==> src/rtl/core/i2c_master_transfer_sequencer_top_assert.svh <==
// Assertion macros for the I2C master transfer sequencer.
// Included by the RTL files that carry concurrent checks; no other dependencies.
`ifndef I2C_MASTER_TRANSFER_SEQUENCER_TOP_ASSERT_SVH
`define I2C_MASTER_TRANSFER_SEQUENCER_TOP_ASSERT_SVH

`ifndef SYNTHESIS

// Condition must hold at every clock edge out of reset
`define I2CMTS_ASSERT_ALWAYS(lbl, clk, rstn, cond, msg) \
    lbl: assert property (@(posedge clk) disable iff (!rstn) (cond)) else $error(msg);

// Antecedent in this cycle implies consequent in the same cycle
`define I2CMTS_ASSERT_IMPL(lbl, clk, rstn, ante, cons, msg) \
    lbl: assert property (@(posedge clk) disable iff (!rstn) (ante) |-> (cons)) else $error(msg);

// Antecedent in this cycle implies consequent in the next cycle
`define I2CMTS_ASSERT_NEXT(lbl, clk, rstn, ante, cons, msg) \
    lbl: assert property (@(posedge clk) disable iff (!rstn) (ante) |=> (cons)) else $error(msg);

`else

`define I2CMTS_ASSERT_ALWAYS(lbl, clk, rstn, cond, msg)
`define I2CMTS_ASSERT_IMPL(lbl, clk, rstn, ante, cons, msg)
`define I2CMTS_ASSERT_NEXT(lbl, clk, rstn, ante, cons, msg)

`endif

`endif

==> src/rtl/core/i2cmts_pkg.sv <==
// Shared types and constants for the I2C master transfer sequencer.
// No dependencies; imported by i2cmts_core and the top level.
package i2cmts_pkg;

    localparam int CNT_W      = 16;
    localparam int ADDR_W     = 8;
    localparam int DATA_W     = 8;
    localparam int CMD_W      = 4;
    localparam int APB_ADDR_W = 3;
    localparam int APB_DATA_W = 32;

    // Register word indexes on the configuration port
    localparam logic [0:0] REG_NOTIFY_ENABLE = 1'b0;

    // Address byte direction masks
    localparam logic [ADDR_W-1:0] ADDR_READ_MASK  = 8'hFE;
    localparam logic [ADDR_W-1:0] ADDR_WRITE_BIT  = 8'h01;

    typedef enum logic [CMD_W-1:0] {
        CMD_READ          = 4'd0,
        CMD_WRITE         = 4'd1,
        CMD_PROBE         = 4'd2,
        CMD_START_SENT    = 4'd3,
        CMD_TX_MODE       = 4'd4,
        CMD_TX_EMPTY      = 4'd5,
        CMD_BYTE_SENT     = 4'd6,
        CMD_RX_MODE       = 4'd7,
        CMD_BYTE_RECEIVED = 4'd8,
        CMD_IGNORED       = 4'd9,
        CMD_UNKNOWN       = 4'd10,
        CMD_PHY_ERROR     = 4'd11,
        CMD_BUS_ERROR     = 4'd12
    } cmd_t;

    typedef enum logic [3:0] {
        PH_IDLE  = 4'b0001,
        PH_START = 4'b0010,
        PH_TX    = 4'b0100,
        PH_RX    = 4'b1000
    } phase_t;

    typedef enum logic [1:0] {
        ACK_KEEP    = 2'd0,
        ACK_ENABLE  = 2'd1,
        ACK_DISABLE = 2'd2
    } ack_t;

    typedef enum logic [2:0] {
        RES_PROBE_OK = 3'd0,
        RES_WRITE_OK = 3'd1,
        RES_READ_OK  = 3'd2,
        RES_PHY      = 3'd3,
        RES_UNKNOWN  = 3'd4
    } done_t;

    typedef struct packed {
        logic [CMD_W-1:0]  command;
        logic [ADDR_W-1:0] device_address;
        logic [CNT_W-1:0]  transfer_length;
        logic              stop_at_end;
        logic [DATA_W-1:0] data_byte;
    } item_t;

    typedef struct packed {
        logic              reply_code;
        logic              start_condition;
        logic              send_address;
        logic [ADDR_W-1:0] address_out;
        logic              send_byte;
        logic              store_byte;
        logic [DATA_W-1:0] byte_out;
        logic              generate_stop;
        ack_t              ack_action;
        logic              bus_reset;
        logic              done_res;
        done_t             done_result;
    } result_t;

endpackage

==> src/rtl/core/i2cmts_core.sv <==
// Transfer state and per-item decision logic of the I2C master sequencer.
// Depends on i2cmts_pkg. State advances only when step is high.
module i2cmts_core (
    input  logic                clk,
    input  logic                rst_n,
    input  logic                step,
    input  i2cmts_pkg::item_t   item,
    input  logic                notify_enable,
    output i2cmts_pkg::result_t result
);
    import i2cmts_pkg::*;

    phase_t            phase_reg, phase_next;
    logic [CNT_W-1:0]  remaining_reg, remaining_next;
    logic [ADDR_W-1:0] target_reg, target_next;
    logic              stop_flag_reg, stop_flag_next;

    // State registers
    always_ff @(posedge clk or negedge rst_n)
    begin
        if (!rst_n)
        begin
            phase_reg     <= PH_IDLE;
            remaining_reg <= '0;
            target_reg    <= '0;
            stop_flag_reg <= 1'b0;
        end
        else if (step)
        begin
            phase_reg     <= phase_next;
            remaining_reg <= remaining_next;
            target_reg    <= target_next;
            stop_flag_reg <= stop_flag_next;
        end
    end

    // Decision logic for one item
    always_comb
    begin
        logic             fin;
        done_t            fin_code;
        logic             rem_zero;
        logic             rem_le1;
        logic             is_idle;
        logic [CNT_W-1:0] rem_dec;

        rem_zero = (remaining_reg == '0);
        rem_le1  = (remaining_reg <= CNT_W'(1));
        rem_dec  = remaining_reg - CNT_W'(1);
        is_idle  = (phase_reg == PH_IDLE);
        fin      = 1'b0;
        fin_code = RES_PROBE_OK;

        phase_next     = phase_reg;
        remaining_next = remaining_reg;
        target_next    = target_reg;
        stop_flag_next = stop_flag_reg;
        result         = '0;

        case (item.command)
            CMD_READ, CMD_WRITE, CMD_PROBE:
            begin
                if (!is_idle)
                begin
                    result.reply_code = 1'b1;
                end
                else
                begin
                    phase_next             = PH_START;
                    result.start_condition = 1'b1;
                    if (item.command == CMD_READ)
                    begin
                        target_next       = item.device_address & ADDR_READ_MASK;
                        remaining_next    = item.transfer_length;
                        stop_flag_next    = item.stop_at_end;
                        result.ack_action = (item.transfer_length > CNT_W'(1))
                                            ? ACK_ENABLE : ACK_DISABLE;
                    end
                    else if (item.command == CMD_WRITE)
                    begin
                        target_next    = item.device_address | ADDR_WRITE_BIT;
                        remaining_next = item.transfer_length;
                        stop_flag_next = item.stop_at_end;
                    end
                    else
                    begin
                        // probe: empty write that always ends with a stop
                        target_next    = item.device_address | ADDR_WRITE_BIT;
                        remaining_next = '0;
                        stop_flag_next = 1'b1;
                    end
                end
            end
            CMD_START_SENT:
            begin
                result.send_address = 1'b1;
            end
            CMD_TX_MODE:
            begin
                if (!rem_zero)
                begin
                    phase_next       = PH_TX;
                    result.send_byte = 1'b1;
                    result.byte_out  = item.data_byte;
                    remaining_next   = rem_dec;
                end
                else
                begin
                    result.generate_stop = 1'b1;
                    fin                  = 1'b1;
                    fin_code             = RES_PROBE_OK;
                end
            end
            CMD_TX_EMPTY:
            begin
                if (!rem_zero)
                begin
                    result.send_byte = 1'b1;
                    result.byte_out  = item.data_byte;
                    remaining_next   = rem_dec;
                end
            end
            CMD_BYTE_SENT:
            begin
                if (!is_idle && rem_zero)
                begin
                    result.generate_stop = stop_flag_reg;
                    fin                  = 1'b1;
                    fin_code             = RES_WRITE_OK;
                end
            end
            CMD_RX_MODE:
            begin
                phase_next = PH_RX;
                if (rem_le1)
                begin
                    result.generate_stop = stop_flag_reg;
                    result.ack_action    = ACK_DISABLE;
                end
            end
            CMD_BYTE_RECEIVED:
            begin
                if (phase_reg == PH_RX)
                begin
                    if (!rem_zero)
                    begin
                        result.store_byte = 1'b1;
                        result.byte_out   = item.data_byte;
                        remaining_next    = rem_dec;
                    end
                    // last byte, or nothing left to take: close the read
                    if (rem_le1)
                    begin
                        result.generate_stop = stop_flag_reg;
                        result.ack_action    = ACK_DISABLE;
                        fin                  = 1'b1;
                        fin_code             = RES_READ_OK;
                    end
                end
            end
            CMD_IGNORED:
            begin
            end
            CMD_PHY_ERROR:
            begin
                if (!is_idle)
                begin
                    fin      = 1'b1;
                    fin_code = RES_PHY;
                end
            end
            CMD_BUS_ERROR:
            begin
                if (!is_idle)
                begin
                    result.bus_reset     = 1'b1;
                    result.generate_stop = 1'b1;
                    fin                  = 1'b1;
                    fin_code             = RES_PHY;
                end
            end
            default:
            begin
                // unknown event and unused codes abort with a bus reset
                if (!is_idle)
                begin
                    result.bus_reset     = 1'b1;
                    result.generate_stop = 1'b1;
                    fin                  = 1'b1;
                    fin_code             = RES_UNKNOWN;
                end
            end
        endcase

        // Completion or abort returns to idle, notification if enabled
        if (fin)
        begin
            phase_next = PH_IDLE;
            if (notify_enable)
            begin
                result.done_res    = 1'b1;
                result.done_result = fin_code;
            end
        end

        result.address_out = target_next;
    end

endmodule

==> src/rtl/core/i2c_master_transfer_sequencer_top.sv <==
// I2C master transfer sequencer, top level: input register, decision core,
// result register and the configuration port. Depends on i2cmts_pkg and i2cmts_core.
//
// The block takes one item per clock cycle while in_stall is low and gives
// exactly one result item for each. An accepted item is held in the input
// register, the core decides and updates the transfer state, and the result
// is written to the result register when the item moves on (advance): only
// then does out_valid rise, and the result is taken when out_stall is low.
// The rate is set by the core's state loop (phase, byte count, address,
// stop flag), which the core updates at each edge where an item moves on. The result
// register lets the input side keep taking items while a result waits; the
// input stalls only when both registers are full and out_stall is high.
// notify_enable (word 0 of the configuration port) gates done_res.
`include "i2c_master_transfer_sequencer_top_assert.svh"

module i2c_master_transfer_sequencer_top (
    input  logic                               clk,
    input  logic                               rst_n,
    // configuration port
    input  logic                               psel,
    input  logic                               penable,
    input  logic                               pwrite,
    input  logic [i2cmts_pkg::APB_ADDR_W-1:0]  paddr,
    input  logic [i2cmts_pkg::APB_DATA_W-1:0]  pwdata,
    output logic [i2cmts_pkg::APB_DATA_W-1:0]  prdata,
    output logic                               pready,
    // input channel
    input  logic                               in_valid,
    output logic                               in_stall,
    input  logic [i2cmts_pkg::CMD_W-1:0]       command,
    input  logic [i2cmts_pkg::ADDR_W-1:0]      device_address,
    input  logic [i2cmts_pkg::CNT_W-1:0]       transfer_length,
    input  logic                               stop_at_end,
    input  logic [i2cmts_pkg::DATA_W-1:0]      data_byte,
    // result channel
    output logic                               out_valid,
    input  logic                               out_stall,
    output logic                               reply_code,
    output logic                               start_condition,
    output logic                               send_address,
    output logic [i2cmts_pkg::ADDR_W-1:0]      address_out,
    output logic                               send_byte,
    output logic                               store_byte,
    output logic [i2cmts_pkg::DATA_W-1:0]      byte_out,
    output logic                               generate_stop,
    output logic [1:0]                         ack_action,
    output logic                               bus_reset,
    output logic                               done_res,
    output logic [2:0]                         done_result
);
    import i2cmts_pkg::*;

    logic    notify_reg;
    logic    in_valid_reg;
    item_t   in_item_reg;
    logic    out_valid_reg;
    result_t out_res_reg;
    result_t core_res;
    logic    advance;
    logic    cfg_write;
    logic    word_sel;

    // Configuration port: always ready, one register at word 0
    assign pready    = 1'b1;
    assign cfg_write = psel && penable && pwrite;
    assign word_sel  = paddr[APB_ADDR_W-1];
    assign prdata    = (word_sel == REG_NOTIFY_ENABLE)
                       ? {{(APB_DATA_W-1){1'b0}}, notify_reg} : '0;

    always_ff @(posedge clk or negedge rst_n)
    begin
        if (!rst_n)
            notify_reg <= 1'b0;
        else if (cfg_write && (word_sel == REG_NOTIFY_ENABLE))
            notify_reg <= pwdata[0];
    end

    // Handshake: the input register moves on when the result register is free or its result is taken
    assign advance  = in_valid_reg && (!out_valid_reg || !out_stall);
    assign in_stall = in_valid_reg && !advance;

    // Input register
    always_ff @(posedge clk or negedge rst_n)
    begin
        if (!rst_n)
            in_valid_reg <= 1'b0;
        else if (in_valid && !in_stall)
            in_valid_reg <= 1'b1;
        else if (advance)
            in_valid_reg <= 1'b0;
    end

    always_ff @(posedge clk)
    begin
        if (in_valid && !in_stall)
        begin
            in_item_reg.command         <= command;
            in_item_reg.device_address  <= device_address;
            in_item_reg.transfer_length <= transfer_length;
            in_item_reg.stop_at_end     <= stop_at_end;
            in_item_reg.data_byte       <= data_byte;
        end
    end

    // Decision core with transfer state
    i2cmts_core u_core (
        .clk           (clk),
        .rst_n         (rst_n),
        .step          (advance),
        .item          (in_item_reg),
        .notify_enable (notify_reg),
        .result        (core_res)
    );

    // Result register
    always_ff @(posedge clk or negedge rst_n)
    begin
        if (!rst_n)
            out_valid_reg <= 1'b0;
        else if (advance)
            out_valid_reg <= 1'b1;
        else if (!out_stall)
            out_valid_reg <= 1'b0;
    end

    always_ff @(posedge clk)
    begin
        if (advance)
            out_res_reg <= core_res;
    end

    // Result fields
    assign out_valid       = out_valid_reg;
    assign reply_code      = out_res_reg.reply_code;
    assign start_condition = out_res_reg.start_condition;
    assign send_address    = out_res_reg.send_address;
    assign address_out     = out_res_reg.address_out;
    assign send_byte       = out_res_reg.send_byte;
    assign store_byte      = out_res_reg.store_byte;
    assign byte_out        = out_res_reg.byte_out;
    assign generate_stop   = out_res_reg.generate_stop;
    assign ack_action      = out_res_reg.ack_action;
    assign bus_reset       = out_res_reg.bus_reset;
    assign done_res        = out_res_reg.done_res;
    assign done_result     = out_res_reg.done_result;

    // Checks
    `I2CMTS_ASSERT_IMPL(a_stall_only_when_full, clk, rst_n, in_stall,
        out_valid_reg && out_stall && in_valid_reg, "input stalled with room downstream")
    `I2CMTS_ASSERT_IMPL(a_done_needs_notify, clk, rst_n, out_valid_reg && done_res,
        notify_reg, "done raised without notify enable")
    `I2CMTS_ASSERT_ALWAYS(a_busy_no_start, clk, rst_n,
        !(out_valid_reg && reply_code && start_condition), "busy reply with start request")
    `I2CMTS_ASSERT_NEXT(a_held_result, clk, rst_n, out_valid_reg && out_stall,
        out_valid_reg && $stable(out_res_reg), "stalled result lost or changed")

endmodule

==> config.mk <==
export PLATFORM = sky130hd
export DESIGN_NAME = i2c_master_transfer_sequencer_top
export DESIGN_NICKNAME = d
export VERILOG_FILES = /design/src/rtl/core/i2cmts_pkg.sv /design/src/rtl/core/i2cmts_core.sv /design/src/rtl/core/i2c_master_transfer_sequencer_top.sv
export VERILOG_INCLUDE_DIRS = /design/src /design/src/rtl/core
export SDC_FILE = /design/constraint.sdc
export NUM_CORES = 1
export LEC_CHECK = 0
export ABC_AREA = 1
export BUFFER_PORTS_ARGS = -buffer_cell sky130_fd_sc_hd__buf_2
export CELL_PAD_IN_SITES_DETAIL_PLACEMENT = 2
export CELL_PAD_IN_SITES_GLOBAL_PLACEMENT = 2
export CORE_AREA = 4 4 125 127
export DETAILED_ROUTE_END_ITERATION = 10
export DIE_AREA = 0 0 129 131
export PLACE_DENSITY_LB_ADDON = 0.25
export SYNTH_ARGS = -nofsm -noshare
export SYNTH_HDL_FRONTEND = slang
export SYNTH_SLANG_ARGS = --single-unit
==> constraint.sdc <==
create_clock -name clk -period 6.8 [get_ports clk]
set_input_delay 1.36 -clock clk [delete_from_list [all_inputs] [get_ports clk]]
set_output_delay 1.36 -clock clk [all_outputs]
set_load 0.03 [all_outputs]
==> results of run 1 <==
-- power groups by stage --
stage / Combinational (µW) / Clock, µW / Sequential, µW
2_1_floorplan: 434 / 0 / 892
3_3_place_gp: 622 / 0 / 847
3_5_place_dp: 649 / 0 / 855
4_1_cts: 655 / 522 / 844
5_1_grt: 737 / 543 / 859
6_report: 645 / 504 / 841
-- cell usage after synthesis, types with 3 or more instances --
cell / count
o21ai_1: 4
ha_1: 3
o21ai_2: 9
nor2_1: 61
a21oi_1: 9
nand2_2: 7
o22ai_1: 3
xor2_1: 7
o21ai_0: 30
buf_4: 32
nand2_1: 93
inv_1: 66
nor3b_1: 9
nand3_1: 20
nand4_1: 3
dfrtp_1: 31
clkbuf_1: 3
edfxtp_1: 65
nor2_4: 4
a22oi_1: 3
nor3_1: 3
-- worst reg2reg max path, stage by stage, from the launching register on --
cell     delay [ns]
dfrtp_1        0.40
inv_1          0.17
ha_1           0.26
inv_1          0.06
nor2_1         0.10
nand2_1        0.06
nor2_1         0.71
o21ai_0        0.28
nand3_1        0.13
nand2_1        0.06
nand3_1        0.12
nand2_1        0.13
nand2_1        0.09
nand2_1        0.05
-- per-stage QoR --
stage / hold WS, ns / power (µW)
CTS: 0.485 / 2020
floorplan: 0.434 / 1330
detailed placement: 0.467 / 1500
global route: 0.502 / 2140
finish: 0.479 / 1990
global placement: 0.460 / 1470
-- area by class of cell --
class	instances	area, µm²
sequential	97	2750
clock buffer	9	225
inverter	67	256
timing repair buffer	78	395
tap	184	230
clock inverter	7	70.1
multi-input combinational	312	1540
fill	1616	8950
-- placed cells by master, fill, tap and decap left out, types with 2 or more instances in the layout --
cell type,Yosys,routed
a21boi_0,2,2
a21oi_1,9,9
a22oi_1,3,3
a31oi_1,2,2
buf_2,1,76
buf_4,32,2
clkbuf_16,0,9
clkinv_4,0,2
conb_1,2,32
dfrtp_1,31,31
edfxtp_1,65,65
ha_1,3,3
inv_1,66,66
inv_6,1,2
inv_8,0,2
nand2_1,93,93
nand2_2,7,7
nand3_1,20,20
nand4_1,3,3
nor2_1,61,60
nor2_4,4,5
nor3_1,3,3
nor3b_1,9,9
o21ai_0,30,30
o21ai_1,4,4
o21ai_2,9,9
o22ai_1,3,3
xor2_1,7,7
-- logic make-up (layout without fill, tap and decap cells) --
group | count (synthesis) | count (layout) | synth area share (%)
AND/OR/NAND/NOR | 205 | 205 | 19.3
buffers and inverters | 106 | 161 | 11.8
flip-flops | 97 | 97 | 58.3
AO/OA/AOI/OAI | 64 | 64 | 8.21
XOR/XNOR | 8 | 8 | 1.48
adder cells (fa/ha/maj) | 3 | 3 | 0.794
other | 2 | 32 | 0.159
-- per-layer routing --
metal	vias up	track usage (%)	part of all wire, %
met5	-	0	0
met4	0	5.87	1.8
met3	13	2.89	4.9
met2	87	25.8	49
met1	1702	19.0	44
li1	1675	-	-
-- worst max-delay path by stage --
| stage | start | to | slack [ns] | cells past startpoint |
|---|---|---|---|---|
| finish | out_stall | in_stall | 3.59 | 4 |
| global route | out_stall | in_stall | 3.54 | 4 |
| CTS | out_stall | in_stall | 3.58 | 4 |
| detailed placement | out_stall | u_core.remaining_reg[9] | 3.58 | 11 |
| global placement | out_stall | in_stall | 3.59 | 4 |
| floorplan | out_stall | u_core.remaining_reg[10] | 2.92 | 9 |
==> reports/qor.yml, run 1 <==
yosys:
  synthTopCellsByArea: "edfxtp_1 (41%), dfrtp_1 (16%), nand2_1 (7.4%)"
  ys_seq_area_share_pct: 58.3
  synth-edff-count: 65
  synth_ff_type: "edfxtp_1"
  syn_avg_cell_area_um2: 9.75
  yosysUniqueCellTypes: 37
  synthArstFlopShare_pct: 33.0
  yosysWarnings: 0
  yosysTopAreaCellShare_pct: 41.3
  syn-cell-area_um2: 4730
  synth_cells: 485
  ys_ff_latch: 97
  netlist.top_cell.by_area: "edfxtp_1"
global_route:
  grt-ovfl-total: 0
  grt_pass1_vias: 3838
  track_usage_pct: 15.1
  grt_max_degree: 33
  antenna_found_initial: 0
  grt_pass1_wl_mm: 19.6
power_and_ir_drop:
  netSwitchingFraction_pct: 38.7
  p_comb_share_pct: 32.4
  ir_worst_vdd_uv: 126
  pwr-share-seq_pct: 42.3
  clockPowerShare_pct: 25.3
  switchingPower_uw: 771
  powerDensity_nw_per_um2: 364
  intPower_uw: 1220
  leakage_uw: 0.00249
route:
  ant_nets: 0
  avgRoutedWirePerCell_um: 16.0
  vias: 3477
  viasPerCell: 4.61
  drtIter0Drc: 108
  drc: 0
  wl_mm: 12.1
  first_pass_iters: 4
clock_network:
  clk_path_buf_depth: 2
  clock-sinks: 97
  cts_tree: "done"
  clkSlewWorstSetupHoldPaths_ns: 0.07
  cts_resized: 0
  ctsHoldBuffers: 0
  htreeDepth: 3
  cts-buffers-inserted: 9
  clock_latency_ns: 0.35
  cts_setup_buffers: 0
  root_buffer: "clkbuf_16"
hold_path:
  hp-class: "flop to flop"
  min_from: "u_core.phase_reg[2]"
  min_to: "u_core.phase_reg[2]"
  hold_depth: 2
timing:
  slew_violations: 0
  fin_crit_ns: 3.21
  hold_viol_final: 0
  relSlewSlack_pct: 38.4
  timing.final.ws_setup_ns: 3.59
  rsz0062_at_grt: "no"
  skew_ns: 0.00506
  setup_tns_ns: 0
  setup_viol_count_final: 0
  finalCritPeriodShare_pct: 47.3
  max_freq_mhz: 311
  worst_pin_slew_ns: 0.921
setup_path:
  crit_type: "input pin to output pin"
  path_max_fanout: 3
  cp_slowest_cell: "buf_2"
  crit_family: "buffers and inverters"
  crit_path_max_incr_delay_ns: 0.22
  crit_chain: "buf_2 > nand2_1 > nor2_1 > buf_2"
  cp_data_arrival_time_ns: 1.85
  cp_data_required_time_ns: 5.44
  reg2reg_slack_ns: 4.06
  worst-path-buf-inv: 2
  cp-start-kind: "input pin"
  r2r_cells: 13
  rr_startpoint: "u_core.remaining_reg[0]"
  r2r-end: "u_core.phase_reg[1]"
  endpoint_kind: "output pin"
  crit_top_cell: "buf_2"
floorplan:
  die_w_um: 129
  rows: 44
  initial_core_util_pct: 32.8
  die_y_um: 131
  die_area_um2: 16900
  io_pins: 143
  core_um2: 14400
place:
  port_buffers: 76
  dp.cells: 738
  dp_slack_ns: 3.58
  place_hpwl_mm: 9.11
  placed_cell_area_um2: 5170
  gp_congestion: 0.791
cells_and_area:
  drive_gt1_share_pct: 21.4
  nNetsFinal: 647
  post-route-util_pct: 37.9
  stdcell_area_um2: 5470
  largest_reg_flops: 36
  diodes: 0
  area_delta_synth_final_pct: 15.7
  instances_no_fill: 754
flow_run:
  drv_cap: 0
run_status:
  status: "finished, final reports clean"
Power figures use the tool's default switching activity.
==> run 2, diff against run 1 <==
- CORE_AREA: 4 4 125 127 -> 4 4 135 137
- DIE_AREA: 0 0 129 131 -> 0 0 139 141
- clock period: 6.8 -> 2.9 ns (I/O delays scaled with it)
==> run 2 against run 1 <==
Net effect: non-clock buffer count rose by 2; highest routed layer unchanged; clock-buffer cell count did not move; register-to-register slack got worse by 3.5 ns; clock power grew 140%; combinational power is 140% higher; critical path type is now flop to flop; final area is 1.7% higher; critical path depth is 4 higher; critical endpoint is now u_core.remaining_reg[3]; sequential share of layout area shrank 0.83 points; power rose by 140%.
==> reports/qor.yml, run 2 (synthesis gave the netlist of run 1 again) <==
run_status:
  status: "finished, final reports clean"
setup_path:
  rr_startpoint: "in_item_reg[36]"
  r2r-end: "u_core.remaining_reg[3]"
  path_max_fanout: 17
  reg2reg_slack_ns: 0.51
  r2r_cells: 8
  endpoint_kind: "flop"
  cp_data_required_time_ns: 3.12
  cp_data_arrival_time_ns: 2.61
  crit_type: "flop to flop"
  cp-start-kind: "flop"
hold_path:
  hp-class: "input pin to async pin"
global_route:
  grt_pass1_wl_mm: 20.7
  grt_max_degree: 33
  track_usage_pct: 13.4
  antenna_found_initial: 0
  grt-ovfl-total: 0
  grt_pass1_vias: 3933
cells_and_area:
  mostFrequentLayoutCell: "nand2_1"
  largest_reg_flops: 36
  drive_gt1_share_pct: 21.5
  area_delta_synth_final_pct: 17.6
  nNetsFinal: 649
  fillCellCount: 1954
  mostFrequentLayoutCells: "nand2_1 (93), buf_2 (76), inv_1 (66)"
  instances_no_fill: 798
  post-route-util_pct: 32.6
floorplan:
  die_w_um: 139
  io_pins: 143
  die_y_um: 141
  rows: 48
  core_um2: 17100
  die_area_um2: 19600
  initial_core_util_pct: 27.7
clock_network:
  clk_path_buf_depth: 2
  cts_tree: "done"
  ctsHoldBuffers: 0
  clock-sinks: 97
  cts_resized: 0
  clock_latency_ns: 0.35
  root_buffer: "clkbuf_16"
  cts_setup_buffers: 0
  cts-buffers-inserted: 9
  clkSlewWorstSetupHoldPaths_ns: 0.07
  htreeDepth: 3
route:
  first_pass_iters: 4
  avgRoutedWirePerCell_um: 15.8
  ant_nets: 0
  viasPerCell: 4.36
  drtIter0Drc: 119
  drc: 0
  wl_mm: 12.6
  vias: 3482
timing:
  worst_pin_slew_ns: 0.853
  setup_viol_count_final: 0
  hold_viol_final: 0
  fin_crit_ns: 2.39
  slew_violations: 0
  rsz0062_at_grt: "no"
  finalCritPeriodShare_pct: 82.4
  skew_ns: 0.00892
  relSlewSlack_pct: 43.2
  setup_tns_ns: 0
  max_freq_mhz: 419
  timing.final.ws_setup_ns: 0.511
place:
  port_buffers: 76
  gp_congestion: 0.823
  dp.cells: 781
  dp_slack_ns: 0.454
  place_hpwl_mm: 9.57
power_and_ir_drop:
  powerDensity_nw_per_um2: 850
  leakage_uw: 0.00251
  ir_worst_vdd_uv: 317
flow_run:
  drv_cap: 0
run 2: cell count changes in the layout (fill, tap and decap cells not counted), sizes merged:
cell,previous run,this run
clkinv,4,1
buf,78,80
inv,70,72
bufinv,0,1
diode,0,1
run 2: worst max-delay path by stage:
stage | startpoint | end | slack, ns | depth (start not counted)
floorplan | out_stall | u_core.remaining_reg[10] | 0.38 | 9
global placement | in_item_reg[36] | u_core.remaining_reg[9] | 0.52 | 8
detailed placement | in_item_reg[36] | u_core.remaining_reg[9] | 0.45 | 8
CTS | in_item_reg[36] | u_core.remaining_reg[3] | 0.45 | 8
global route | in_item_reg[35] | u_core.remaining_reg[3] | 0.25 | 9
finish | in_item_reg[36] | u_core.remaining_reg[3] | 0.51 | 8
run 2: where the power goes:
group | total, µW | switching, µW | internal [µW]
registers | 1970 | 172 | 1800
logic | 1520 | 1060 | 459
clock network | 1230 | 549 | 684
run 2: worst max-delay path: stages, from the launching register on:
cell and delay, ns:
edfxtp_1 0.48, nor2_1 0.26, nand2_2 0.13, nand2_4 0.18
inv_1 0.25, o21ai_4 0.56, inv_6 0.18, nand2_1 0.10
o21ai_0 0.10
run 2: cell type report:
class | instances | area [µm²] | area share [%]
diodes | 1 | 2.50 | 0.0450
clock buffers | 9 | 225 | 4.05
clock inverters | 7 | 80.1 | 1.44
inverters | 67 | 256 | 4.61
multi-input cells | 312 | 1540 | 27.7
flip-flops and latches | 97 | 2750 | 49.5
well taps | 225 | 282 | 5.06
repair buffers | 80 | 423 | 7.61
run 2: routing by layer:
metal	track usage (%)	wire length, µm
met1	16.6	5530
met2	22.9	6270
met3	2.99	639
met4	5.10	187
met5	0	0
run 2: through the flow:
| stage | total power, µW | hold slack (ns) | cell area [µm²] |
|---|---|---|---|
| global placement | 3460 | 0.460 | 5250 |
| detailed placement | 3540 | 0.469 | 5250 |
| floorplan | 3110 | 0.284 | 4840 |
| finish | 4730 | 0.336 | 5560 |
| CTS | 4810 | 0.378 | 5560 |
| global route | 5070 | 0.382 | 5560 |
